--- config.mk ---
export PLATFORM = sky130hd
export DESIGN_NAME = pixel_span_fill
export DESIGN_NICKNAME = d
export VERILOG_FILES = /design/src/rtl/psf_pkg.sv /design/src/rtl/psf_queue.sv /design/src/rtl/psf_front.sv /design/src/rtl/psf_back.sv /design/src/rtl/pixel_span_fill.sv
export SDC_FILE = /design/constraint.sdc
export NUM_CORES = 1
export LEC_CHECK = 0
export ABC_AREA = 1
export BUFFER_PORTS_ARGS = -buffer_cell sky130_fd_sc_hd__buf_4
export CAP_MARGIN = 10
export CORE_MARGIN = 2
export CORE_UTILIZATION = 61
export DETAILED_ROUTE_END_ITERATION = 8
export GPL_ROUTABILITY_DRIVEN = 0
export PLACE_DENSITY = 0.83
export SLEW_MARGIN = 15
export SYNTH_ARGS = -nofsm -noshare
export SYNTH_HDL_FRONTEND = slang
export SYNTH_SLANG_ARGS = --single-unit
--- constraint.sdc ---
create_clock -name i_clk -period 25.5 [get_ports i_clk]
set_input_delay 0 -clock i_clk [delete_from_list [all_inputs] [get_ports i_clk]]
set_output_delay 0 -clock i_clk [all_outputs]
set_load 0.02 [all_outputs]
--- src/rtl/psf_pkg.sv ---
// Shared types, constants and small lane functions for the pixel span fill block.
// No dependencies. Used by every module of the block under rtl/.
package psf_pkg;

    // Widths and limits of the span datapath, sized for the largest span limit.
    localparam int SPAN_LIMIT = 48;
    localparam int COUNT_W    = 6;
    localparam int BYTES_W    = 8;
    localparam int WORDS_W    = 6;
    localparam int ADDR_W     = 32;
    localparam int WADDR_W    = 30;
    localparam int DATA_W     = 32;
    localparam int LANES      = 4;

    // Pixel depth register codes.
    typedef enum logic [1:0] {
        DEPTH_8BPP  = 2'd0,
        DEPTH_16BPP = 2'd1,
        DEPTH_24BPP = 2'd2,
        DEPTH_32BPP = 2'd3
    } t_depth;

    localparam t_depth DEPTH_RESET = DEPTH_32BPP;

    // Back end sequencer states.
    typedef enum logic {
        BK_IDLE,
        BK_RUN
    } t_back_state;

    // One classified span waiting for the back end.
    typedef struct packed {
        logic [WADDR_W-1:0] word_base;
        logic [1:0]         lead;
        logic [1:0]         end_lane;
        logic [WORDS_W-1:0] nwords_m1;
        t_depth             depth;
        logic [DATA_W-1:0]  color;
    } t_span_cmd;

    // Color byte index for lane 0 of the first word: (-lead) mod bytes per pixel.
    function automatic logic [1:0] init_phase(input logic [1:0] lead, input t_depth depth);
        logic [1:0] ph;
        begin
            unique case (depth)
                DEPTH_8BPP:  ph = 2'd0;
                DEPTH_16BPP: ph = {1'b0, lead[0]};
                DEPTH_24BPP: begin
                    unique case (lead)
                        2'd1:    ph = 2'd2;
                        2'd2:    ph = 2'd1;
                        default: ph = 2'd0;
                    endcase
                end
                DEPTH_32BPP: ph = 2'd0 - lead;
                default:     ph = 2'd0;
            endcase
            return ph;
        end
    endfunction

    // Reduce a small byte position (at most 5) modulo the bytes per pixel.
    function automatic logic [1:0] color_index(input logic [2:0] v, input t_depth depth);
        logic [2:0] r;
        begin
            unique case (depth)
                DEPTH_8BPP:  r = 3'd0;
                DEPTH_16BPP: r = {2'b00, v[0]};
                DEPTH_24BPP: r = (v >= 3'd3) ? v - 3'd3 : v;
                DEPTH_32BPP: r = {1'b0, v[1:0]};
                default:     r = 3'd0;
            endcase
            return r[1:0];
        end
    endfunction

    // Lanes at or above the lead offset.
    function automatic logic [LANES-1:0] mask_from(input logic [1:0] lead);
        return 4'b1111 << lead;
    endfunction

    // Lanes below the end lane; an end lane of zero means the word is full.
    function automatic logic [LANES-1:0] mask_below(input logic [1:0] end_lane);
        return (end_lane == 2'd0) ? 4'b1111 : ~(4'b1111 << end_lane);
    endfunction

endpackage

--- src/rtl/psf_queue.sv ---
// Two-entry command queue between the span classifier and the word emitter.
// Depends on psf_pkg for the span command type.
module psf_queue (
    input  logic               i_clk,
    input  logic               i_rst_n,
    input  logic               i_push,
    input  psf_pkg::t_span_cmd i_cmd,
    input  logic               i_pop,
    output psf_pkg::t_span_cmd o_cmd,
    output logic               o_valid,
    output logic               o_full
);

    logic [1:0]         r_count;
    logic [1:0]         n_count;
    psf_pkg::t_span_cmd r_head;
    psf_pkg::t_span_cmd r_tail;

    // Occupancy follows pushes and pops.
    always_comb begin
        n_count = r_count + {1'b0, i_push} - {1'b0, i_pop};
    end

    always_ff @(posedge i_clk) begin
        if (!i_rst_n) begin
            r_count <= 2'd0;
        end else begin
            r_count <= n_count;
        end
    end

    // The head entry is always the oldest; the tail holds the second one.
    always_ff @(posedge i_clk) begin
        unique case ({i_push, i_pop})
            2'b10: begin
                if (r_count == 2'd0) begin
                    r_head <= i_cmd;
                end else begin
                    r_tail <= i_cmd;
                end
            end
            2'b01: begin
                r_head <= r_tail;
            end
            2'b11: begin
                if (r_count == 2'd1) begin
                    r_head <= i_cmd;
                end else begin
                    r_head <= r_tail;
                    r_tail <= i_cmd;
                end
            end
            default: begin
            end
        endcase
    end

    assign o_cmd   = r_head;
    assign o_valid = (r_count != 2'd0);
    assign o_full  = (r_count == 2'd2);

    // A pop only ever takes an entry that is present.
    a_pop_nonempty: assert property (@(posedge i_clk) disable iff (!i_rst_n)
        i_pop |-> (r_count != 2'd0))
        else $error("queue popped while empty");

    // Occupancy never exceeds two entries.
    a_count_bound: assert property (@(posedge i_clk) disable iff (!i_rst_n)
        r_count != 2'd3)
        else $error("queue occupancy out of range");

    // A push into a full queue needs a pop in the same cycle.
    a_no_overflow: assert property (@(posedge i_clk) disable iff (!i_rst_n)
        (i_push && r_count == 2'd2) |-> i_pop)
        else $error("queue overflow");

endmodule

--- src/rtl/psf_front.sv ---
// Span classifier: holds the pixel depth register, accepts requests and turns
// each one into a span command for the queue. Depends on psf_pkg.
module psf_front #(
    parameter int MAX_SPAN = psf_pkg::SPAN_LIMIT
) (
    input  logic                          i_clk,
    input  logic                          i_rst_n,
    input  logic                          i_cfg_we,
    input  logic [1:0]                    i_cfg_wdata,
    input  logic                          i_start,
    input  logic                          i_queue_full,
    input  logic [psf_pkg::ADDR_W-1:0]    i_start_address,
    input  logic [psf_pkg::COUNT_W-1:0]   i_pixel_count,
    input  logic [psf_pkg::DATA_W-1:0]    i_fill_color,
    output logic                          o_busy,
    output logic                          o_push,
    output psf_pkg::t_span_cmd            o_cmd
);

    localparam logic [psf_pkg::COUNT_W-1:0] SPAN_CAP = psf_pkg::COUNT_W'(MAX_SPAN);

    psf_pkg::t_depth                r_depth;
    logic [psf_pkg::COUNT_W-1:0]    count_sat;
    logic [psf_pkg::ADDR_W-1:0]     addr_al;
    logic [psf_pkg::BYTES_W-1:0]    bytes_pp;
    logic [psf_pkg::BYTES_W-1:0]    nbytes;
    logic [psf_pkg::BYTES_W-1:0]    span_end;
    logic [psf_pkg::BYTES_W-1:0]    nwords;

    // Pixel depth register.
    always_ff @(posedge i_clk) begin
        if (!i_rst_n) begin
            r_depth <= psf_pkg::DEPTH_RESET;
        end else if (i_cfg_we) begin
            r_depth <= psf_pkg::t_depth'(i_cfg_wdata);
        end
    end

    // Saturate the count, align the start for 16 and 32 bpp and size the span in bytes and words.
    always_comb begin
        count_sat = (i_pixel_count > SPAN_CAP) ? SPAN_CAP : i_pixel_count;
        addr_al   = i_start_address;
        unique case (r_depth)
            psf_pkg::DEPTH_16BPP: addr_al[0]   = 1'b0;
            psf_pkg::DEPTH_32BPP: addr_al[1:0] = 2'b00;
            default: begin
            end
        endcase
        bytes_pp = psf_pkg::BYTES_W'(r_depth) + 8'd1;
        nbytes   = psf_pkg::BYTES_W'(count_sat) * bytes_pp;
        span_end = nbytes + psf_pkg::BYTES_W'(addr_al[1:0]);
        nwords   = (span_end + 8'd3) >> 2;
    end

    // Build the queued command; a zero count is consumed without a push.
    always_comb begin
        o_cmd.word_base = addr_al[psf_pkg::ADDR_W-1:2];
        o_cmd.lead      = addr_al[1:0];
        o_cmd.end_lane  = span_end[1:0];
        o_cmd.nwords_m1 = psf_pkg::WORDS_W'(nwords - 8'd1);
        o_cmd.depth     = r_depth;
        o_cmd.color     = i_fill_color;
    end

    assign o_busy = i_queue_full;
    assign o_push = i_start && !i_queue_full && (count_sat != '0);

endmodule

--- src/rtl/psf_back.sv ---
// Word emitter: walks one span command a word per cycle and drives the
// registered write transaction outputs. Depends on psf_pkg.
module psf_back (
    input  logic                          i_clk,
    input  logic                          i_rst_n,
    input  logic                          i_cmd_valid,
    input  psf_pkg::t_span_cmd            i_cmd,
    output logic                          o_pop,
    output logic                          o_write_strobe,
    output logic [psf_pkg::WADDR_W-1:0]   o_word_address,
    output logic [psf_pkg::DATA_W-1:0]    o_write_data,
    output logic [psf_pkg::LANES-1:0]     o_byte_enable,
    output logic                          o_last_write
);

    psf_pkg::t_back_state           r_state;
    psf_pkg::t_back_state           n_state;
    psf_pkg::t_span_cmd             r_cmd;
    logic [psf_pkg::WORDS_W-1:0]    r_word_idx;
    logic [1:0]                     r_phase;

    logic                           is_last;
    logic                           load;
    logic                           emit;
    logic [psf_pkg::WADDR_W-1:0]    word_addr;
    logic [psf_pkg::DATA_W-1:0]     word_data;
    logic [psf_pkg::LANES-1:0]      word_be;
    logic [1:0]                     lane_idx;
    logic [1:0]                     n_phase;

    logic                           r_strobe;
    logic [psf_pkg::WADDR_W-1:0]    r_word_address;
    logic [psf_pkg::DATA_W-1:0]     r_write_data;
    logic [psf_pkg::LANES-1:0]      r_byte_enable;
    logic                           r_last_write;

    assign is_last = (r_word_idx == r_cmd.nwords_m1);

    // Next state.
    always_comb begin
        n_state = r_state;
        unique case (r_state)
            psf_pkg::BK_IDLE: begin
                if (i_cmd_valid) begin
                    n_state = psf_pkg::BK_RUN;
                end
            end
            psf_pkg::BK_RUN: begin
                if (is_last && !i_cmd_valid) begin
                    n_state = psf_pkg::BK_IDLE;
                end
            end
            default: n_state = psf_pkg::BK_IDLE;
        endcase
    end

    // State outputs: when to take a command and when a word goes out.
    always_comb begin
        load = 1'b0;
        emit = 1'b0;
        unique case (r_state)
            psf_pkg::BK_IDLE: load = i_cmd_valid;
            psf_pkg::BK_RUN: begin
                emit = 1'b1;
                load = is_last && i_cmd_valid;
            end
            default: begin
            end
        endcase
    end

    assign o_pop = load;

    // Data and byte enables of the current word, one color byte per lane.
    always_comb begin
        word_addr = r_cmd.word_base + psf_pkg::WADDR_W'(r_word_idx);
        word_be   = 4'b1111;
        if (r_word_idx == '0) begin
            word_be = word_be & psf_pkg::mask_from(r_cmd.lead);
        end
        if (is_last) begin
            word_be = word_be & psf_pkg::mask_below(r_cmd.end_lane);
        end
        word_data = '0;
        lane_idx  = 2'd0;
        for (int lane = 0; lane < psf_pkg::LANES; lane++) begin
            lane_idx = psf_pkg::color_index({1'b0, r_phase} + 3'(lane), r_cmd.depth);
            if (word_be[lane]) begin
                word_data[8*lane +: 8] = r_cmd.color[8*lane_idx +: 8];
            end
        end
        // Four bytes on, the phase only moves at three bytes per pixel.
        if (r_cmd.depth == psf_pkg::DEPTH_24BPP) begin
            n_phase = (r_phase == 2'd2) ? 2'd0 : r_phase + 2'd1;
        end else begin
            n_phase = r_phase;
        end
    end

    // Sequencer state.
    always_ff @(posedge i_clk) begin
        if (!i_rst_n) begin
            r_state  <= psf_pkg::BK_IDLE;
            r_strobe <= 1'b0;
        end else begin
            r_state  <= n_state;
            r_strobe <= emit;
        end
    end

    // Working span and word walk.
    always_ff @(posedge i_clk) begin
        if (load) begin
            r_cmd      <= i_cmd;
            r_word_idx <= '0;
            r_phase    <= psf_pkg::init_phase(i_cmd.lead, i_cmd.depth);
        end else if (emit) begin
            r_word_idx <= r_word_idx + psf_pkg::WORDS_W'(1);
            r_phase    <= n_phase;
        end
    end

    // Output transaction register.
    always_ff @(posedge i_clk) begin
        if (emit) begin
            r_word_address <= word_addr;
            r_write_data   <= word_data;
            r_byte_enable  <= word_be;
            r_last_write   <= is_last;
        end
    end

    assign o_write_strobe = r_strobe;
    assign o_word_address = r_word_address;
    assign o_write_data   = r_write_data;
    assign o_byte_enable  = r_byte_enable;
    assign o_last_write   = r_last_write;

    // The word walk never passes the last word of the span.
    a_idx_bound: assert property (@(posedge i_clk) disable iff (!i_rst_n)
        (r_state == psf_pkg::BK_RUN) |-> (r_word_idx <= r_cmd.nwords_m1))
        else $error("word index past end of span");

    // Every emitted word writes at least one byte.
    a_be_nonzero: assert property (@(posedge i_clk) disable iff (!i_rst_n)
        r_strobe |-> (r_byte_enable != '0))
        else $error("write transaction without byte enables");

    // The sequencer goes idle only after the last word of a span.
    a_idle_after_last: assert property (@(posedge i_clk) disable iff (!i_rst_n)
        ($past(r_state) == psf_pkg::BK_RUN && r_state == psf_pkg::BK_IDLE)
            |-> (r_strobe && r_last_write))
        else $error("span ended without a last write");

endmodule

--- src/rtl/pixel_span_fill.sv ---
// Solid span fill: a span request becomes aligned 32-bit word writes with byte enables.
// A request taken while the emitter is idle passes the queue and the working span register
// before its first word is registered on the outputs. Throughput: one word per cycle,
// ceil((aligned start mod 4 + count * bytes per pixel) / 4) words per span, at most 48; a span
// that waits in the queue follows with no gap, else the emitter first passes its idle state.
// A two-entry queue sets busy; results cannot be stalled. Reset is synchronous, active low,
// empties the queue and the emitter and sets the pixel depth to 32 bpp.
module pixel_span_fill #(
    parameter int MAX_SPAN = psf_pkg::SPAN_LIMIT
) (
    input  logic                          i_clk,
    input  logic                          i_rst_n,
    input  logic                          i_cfg_we,
    input  logic [1:0]                    i_cfg_wdata,
    input  logic                          i_start,
    output logic                          o_busy,
    input  logic [psf_pkg::ADDR_W-1:0]    i_start_address,
    input  logic [psf_pkg::COUNT_W-1:0]   i_pixel_count,
    input  logic [psf_pkg::DATA_W-1:0]    i_fill_color,
    output logic                          o_write_strobe,
    output logic [psf_pkg::WADDR_W-1:0]   o_word_address,
    output logic [psf_pkg::DATA_W-1:0]    o_write_data,
    output logic [psf_pkg::LANES-1:0]     o_byte_enable,
    output logic                          o_last_write
);

    logic               push;
    logic               pop;
    logic               queue_full;
    logic               queue_valid;
    psf_pkg::t_span_cmd front_cmd;
    psf_pkg::t_span_cmd queue_cmd;

    // Request classification and pixel depth register.
    psf_front #(
        .MAX_SPAN (MAX_SPAN)
    ) u_front (
        .i_clk           (i_clk),
        .i_rst_n         (i_rst_n),
        .i_cfg_we        (i_cfg_we),
        .i_cfg_wdata     (i_cfg_wdata),
        .i_start         (i_start),
        .i_queue_full    (queue_full),
        .i_start_address (i_start_address),
        .i_pixel_count   (i_pixel_count),
        .i_fill_color    (i_fill_color),
        .o_busy          (o_busy),
        .o_push          (push),
        .o_cmd           (front_cmd)
    );

    // Decoupling queue.
    psf_queue u_queue (
        .i_clk   (i_clk),
        .i_rst_n (i_rst_n),
        .i_push  (push),
        .i_cmd   (front_cmd),
        .i_pop   (pop),
        .o_cmd   (queue_cmd),
        .o_valid (queue_valid),
        .o_full  (queue_full)
    );

    // Word write emission.
    psf_back u_back (
        .i_clk          (i_clk),
        .i_rst_n        (i_rst_n),
        .i_cmd_valid    (queue_valid),
        .i_cmd          (queue_cmd),
        .o_pop          (pop),
        .o_write_strobe (o_write_strobe),
        .o_word_address (o_word_address),
        .o_write_data   (o_write_data),
        .o_byte_enable  (o_byte_enable),
        .o_last_write   (o_last_write)
    );

endmodule

Word level (Yosys, flattened, before mapping)
Cells that the tools add are included.
{"block": "totals", "reg_bits": 303, "input_bits": 76, "out_inout_bits": 69, "word_cells": 135}
{"block": "classes", "add_sub_neg": 17, "mul": 1, "magnitude_cmp": 5, "eq_ne": 20, "n_shift": 6, "muxes": 31, "bitwise_logic": 3, "reduce_logical": 21}
{"op": "$mux 74", "n": 4}
{"op": "$pmux 74 s3", "n": 1}
{"op": "$pmux 74 s2", "n": 1}
{"op": "$shiftx 32x6->8", "n": 4}
{"op": "$pmux 2 s4", "n": 5}
{"op": "$add 30x6->30", "n": 1}
{"op": "$eq 2x2->1 const B", "n": 10}
{"op": "$mux 2", "n": 8}
{"op": "$eq 2x1->1 const B", "n": 6}
{"op": "$mux 4", "n": 3}
{"op": "$ge 3x2->1 const B", "n": 3}
{"op": "$add 8x2->8", "n": 1}
{"op": "$add 8x2->8 const B", "n": 1}
{"op": "$logic_not 2->1", "n": 4}
{"op": "$mul 6x8->8", "n": 1}
{"op": "$reduce_bool 2->1", "n": 4}
{"op": "$shl 4x2->4 const A", "n": 2}
{"op": "$sub 2x2->2 const B", "n": 4}
{"op": "$add 2x1->3 const B", "n": 2}
{"op": "$add 2x2->3 const B", "n": 2}
{"op": "$add 6x1->6 const B", "n": 1}
{"op": "$eq 6x6->1", "n": 1}
{"op": "$gt 6x6->1 const B", "n": 1}
{"op": "$logic_not 6->1", "n": 1}
{"op": "22 further kinds", "n": 33}

Logic depth before layout (Yosys ltp)
{"block": "depth", "ltp_word": 8, "ltp_mapped": 23, "ltp_nobuf": 23}

Modules after synthesis
A second synthesis with hierarchy kept.
{"block": "unflattened", "hier_cells": 1473, "area_unflattened_um2": 14873.0}
{"mod": "psf_back", "instances": 1, "cells_per_inst": 829, "area_each_um2": 7637.3, "seq_area_each_um2": 4454.3}
{"mod": "psf_queue", "instances": 1, "cells_per_inst": 421, "area_each_um2": 5698.0, "seq_area_each_um2": 4484.3}
{"mod": "psf_front", "instances": 1, "cells_per_inst": 223, "area_each_um2": 1537.7, "seq_area_each_um2": 40.0}

Worst setup path after synthesis
Ideal clock, no wire load.
{"block": "synth_timing", "kind": "register -> register", "startpoint": "register u_back.r_state", "endpoint": "register u_queue.r_tail[0] (netlist name), enable pin", "setup_time_ns": 0.617, "arrival_time_ns": 7.530, "required_time_ns": 24.883, "slack_ns": 17.354, "stages_incl_launch_ff": 4, "path_buffers": 1, "synth_period_minus_slack_ns": 8.146, "path_cell_list": "dfxtp_1 clkbuf_1 nand2_2 a211oi_1"}
{"block": "synth_between", "elab_chain_len": 5, "word_cells_on_any_way": 8, "cone_classes": "eq/ne (4); mux (1); bitwise (1); reduce/logical (2)"}
{"element": "start: declaration", "line_no": "psf_back.sv:16", "source": "psf_pkg::t_back_state r_state;"}
{"element": "start signal: assignment", "line_no": "psf_back.sv:103", "source": "r_state <= psf_pkg::BK_IDLE;"}
{"element": "start signal: assignment", "line_no": "psf_back.sv:106", "source": "r_state <= n_state;"}
{"element": "$not 1->1", "line_no": "psf_back.sv:61", "source": "unique case (r_state)"}
{"element": "$pmux 1 s2 *", "line_no": "psf_back.sv:61"}
{"element": "$eq 2x2->1", "line_no": "psf_queue.sv:34", "source": "unique case ({i_push, i_pop})"}
{"element": "$ne 2x2->1 (no line) / $reduce_bool 2->1 (equally long branches)"}
{"element": "$reduce_and 3->1 (no line) *"}
{"element": "end signal: assignment", "line_no": "psf_queue.sv:39", "source": "r_tail <= i_cmd;"}
{"element": "end signal: assignment", "line_no": "psf_queue.sv:50", "source": "r_tail <= i_cmd;"}
{"element": "end: declaration", "line_no": "psf_queue.sv:17", "source": "psf_pkg::t_span_cmd r_tail;"}
Every way passes the cells marked *; elsewhere a longest branch is shown, timed or not.
A chain may end at the register's enable or synchronous reset.

==> impl_metrics.csv <==
group,metric,value,unit
run_status,status,"finished clean",
grt,grt_pass1_vias,9382,
cells_and_area,final_cells,1727,
logic_synthesis,syn_area_per_cell,11.2,µm²
power,power_frac_comb,34.2,%
floorplan,die_h,153,µm
detailed_routing,drc,0,
logic_synthesis,synth_seq_area_share,66.3,%
power,power_leakage,0.00680,µW
logic_synthesis,synthTopCellsByArea,"edfxtp_1 (65%), nand2_1 (9.7%), ha_1 (3.4%)",
power,swShare,37.4,%
grt,track_usage,25.8,%
cells_and_area,areaGrowthSynthToFinish,21.7,%
cells_and_area,fin_util,75.5,%
floorplan,start_util,62.0,%
critical_path,cp_data_required_time,25.80,ns
sta,report.final.slew_viol_count,0,
grt,grt_overflow,0,
sta,worstMarginPinSlew,1.30,ns
worst_hold_path,hold_class,"input pin to register",
logic_synthesis,synth_area_leader_cell,"edfxtp_1",
grt,grt_max_degree,81,
sta,rsz0062_at_grt,"no",
detailed_routing,drt_iter0_drc,1015,
logic_synthesis,synth_top_family_by_area,"simple AND/OR/NAND/NOR gates",
grt,grt_pass1_wl,48300,µm
sta,finClkSkew,0.00924,ns
clocking,clock_latency,0.54,ns
power,p_sw,778,µW
critical_path,crit_fanout,4,
clocking,cts_tree,"done",
floorplan,rows,54,
clocking,ctsResizeCount,0,
power,power_density,126,nW/µm²
clocking,clk_pin_slew,0.06,ns
detailed_routing,wl_per_cell,17.8,µm
logic_synthesis,synth_edf_count,291,
clocking,cts_root_buf,"clkbuf_16",
sta,relSlewSlack,12.9,%
sta,period_share,14.8,%
critical_path,cp-end-kind,"register",
cells_and_area,final_area,16500,µm²
place,placed_cell_area,14900,µm²
logic_synthesis,yosys.area.top_type_share,64.6,%
detailed_routing,via_per_inst,5.67,
cells_and_area,seq_area,8980,µm²
logic_synthesis,synth-main-ff-cell,"edfxtp_1",
sta,hold_violations,0,
detailed_routing,drt-total-wl,30700,µm
logic_synthesis,syn_inst,1208,
grt,antenna_found_initial,2,
logic_synthesis,synth_area,13500,µm²
logic_synthesis,synth-compound-area-share,7.11,%
place,hpwl,19000,µm
cells_and_area,fin_nets,1543,
cells_and_area,multiInputGateArea,3960,µm²
floorplan,coreArea,21800,µm²
detailed_routing,num_vias,9790,
logic_synthesis,synth_xor_area_share,2.52,%
critical_path,crit_arrival,4.07,ns
logic_synthesis,synthArstFlopShare,0,%
floorplan,design.die.area,23400,µm²
detailed_routing,ant_nets,0,
cells_and_area,fill_cells,1318,
critical_path,startpoint_type,"register",
place,portBuffers,144,
critical_path,crit_type,"register to register",
cells_and_area,drive_gt1_share,15.1,%
sta,timing.setup.tns,0,ns
clocking,htreeDepth,1,
clocking,clk_path_buf_depth,3,
power,intPower,1300,µW
power,power,2080,µW
floorplan,ios,145,
logic_synthesis,synth-seq-cells,303,
flow_run,max-cap-violations,0,
power,clock_power_share,20.0,%
logic_synthesis,synthSimpleGateAreaFrac,15.1,%
place,place_inst,1604,
detailed_routing,dr.pass1.iters,7,
logic_synthesis,synth_cell_types,46,
logic_synthesis,synthMuxAreaShare,0,%
sta,max_freq,0.265,GHz
clocking,numCtsBuffers,29,
clocking,cts.sinks,303,
logic_synthesis,yosys_warnings,0,
logic_synthesis,synth_nets,1327,
power,seqPwrFrac,45.7,%
sta,setup_viol,0,
floorplan,die_w,153,µm
power,ir_worst_vdd,0.0709,mV
sta,period_needed,3.77,ns
logic_synthesis,synthAdderAreaFrac,4.31,%
-- worst max-delay path: stages (launching register included) --
cell and delay [ns]:
dfxtp_1 0.36, inv_1 0.09, ha_1 0.33, inv_1 0.12, nand2_1 0.06, inv_1 0.08, fa_1 0.43, ha_1 0.35
fa_1 0.59, nand2_1 0.09, nor2_2 0.14, inv_1 0.08, nand2_1 0.08, ha_1 0.15, inv_1 0.06, a21oi_1 0.19
nand4_1 0.16, and2_1 0.17
-- through the flow --
step | worst slack [ns] | hold WS (ns)
2_1_floorplan | 17.35 | 0.0935
3_3_place_gp | 21.98 | 0.188
3_5_place_dp | 21.81 | 0.189
4_1_cts | 21.81 | 0.165
5_1_grt | 21.47 | 0.173
6_report | 21.73 | 0.177
-- sequential cells by signal (all words and copies together), names as in the netlist, 4 cells and up --
register               count
u_back.o_byte_enable       4
u_back.o_word_address     30
u_back.o_write_data       32
u_back.r_cmd              74
u_back.r_word_idx          6
u_queue.o_cmd             74
u_queue.r_tail            74
-- final timing paths --
check	start	end	slack, ns	depth (start not counted)
max	u_front.r_depth[1]	u_queue.r_tail[38]	21.73	17
min	i_fill_color[22]	u_queue.r_tail[22]	0.18	2
max reg2reg	u_front.r_depth[1]	u_queue.r_tail[38]	21.73	17
min reg2reg	u_queue.o_cmd[66]	u_back.r_cmd[66]	0.41	0
-- synthesized netlist by cell type (2+ instances only) --
| cell | instances |
|---|---|
| nand2_1 | 351 |
| edfxtp_1 | 291 |
| inv_1 | 114 |
| a21oi_1 | 81 |
| nor2_1 | 69 |
| o21ai_0 | 61 |
| ha_1 | 37 |
| xor2_1 | 25 |
| nand3_1 | 22 |
| nor3_1 | 17 |
| o211ai_1 | 17 |
| buf_2 | 16 |
| xnor2_1 | 14 |
| dfxtp_1 | 12 |
| nand4_1 | 9 |
| clkbuf_1 | 8 |
| nor4_1 | 7 |
| fa_1 | 6 |
| inv_2 | 4 |
| o21ai_1 | 4 |
| or2_2 | 4 |
| buf_1 | 3 |
| buf_6 | 3 |
| nand2_2 | 3 |
| or2_1 | 3 |
| a21o_1 | 2 |
| and2_1 | 2 |
| buf_4 | 2 |
| nand3_2 | 2 |
| o21ai_2 | 2 |
| o22ai_1 | 2 |
-- what timing repair did --
action,in CTS,in global routing
hold buffers,69,0
endpoints found under the hold margin,134,0
setup buffers,0,0
-- cells in the final DEF (no fill, tap or decap), types with 14 or more instances in the layout --
cell	n
xnor2_1	14
dlygate4sd3_1	69
nand2_1	351
inv_1	113
o21ai_0	60
ha_1	37
nor3_1	17
o211ai_1	17
a21oi_1	81
clkbuf_16	29
nand3_1	22
buf_4	148
nor2_1	69
xor2_1	25
edfxtp_1	291
-- per-layer routing --
metal  routed length [µm]  global-route usage (%)  share of wire (%)
met1                11900                    34.5                 39
met2                14700                    43.2                 48
met3                 2890                    4.28                9.4
met4                 1140                    9.44                3.7
met5                    0                       0                  0
-- cells by family after synthesis --
group	Yosys count
fa+ha+maj	43
xor+xnor	39
buf+inv	151
simple gates	497
flops	303
compound gates	175
-- cell type report --
class / count / area share, %
clock buffer: 34 / 4.52
tap: 280 / 2.13
inverter: 119 / 2.73
timing repair buffer: 217 / 10.9
antenna: 2 / 0.0304
sequential: 303 / 54.5
multi-input combinational: 754 / 24.1
clock inverter: 18 / 1.04
-- power by group through the flow --
stage | registers, µW | logic (µW) | clock network, µW
floorplan | 990 | 414 | 0
global placement | 944 | 659 | 0
detailed placement | 955 | 683 | 0
CTS | 948 | 701 | 422
global route | 968 | 781 | 439
finish | 951 | 712 | 417
(Power assumes the default switching activity.)
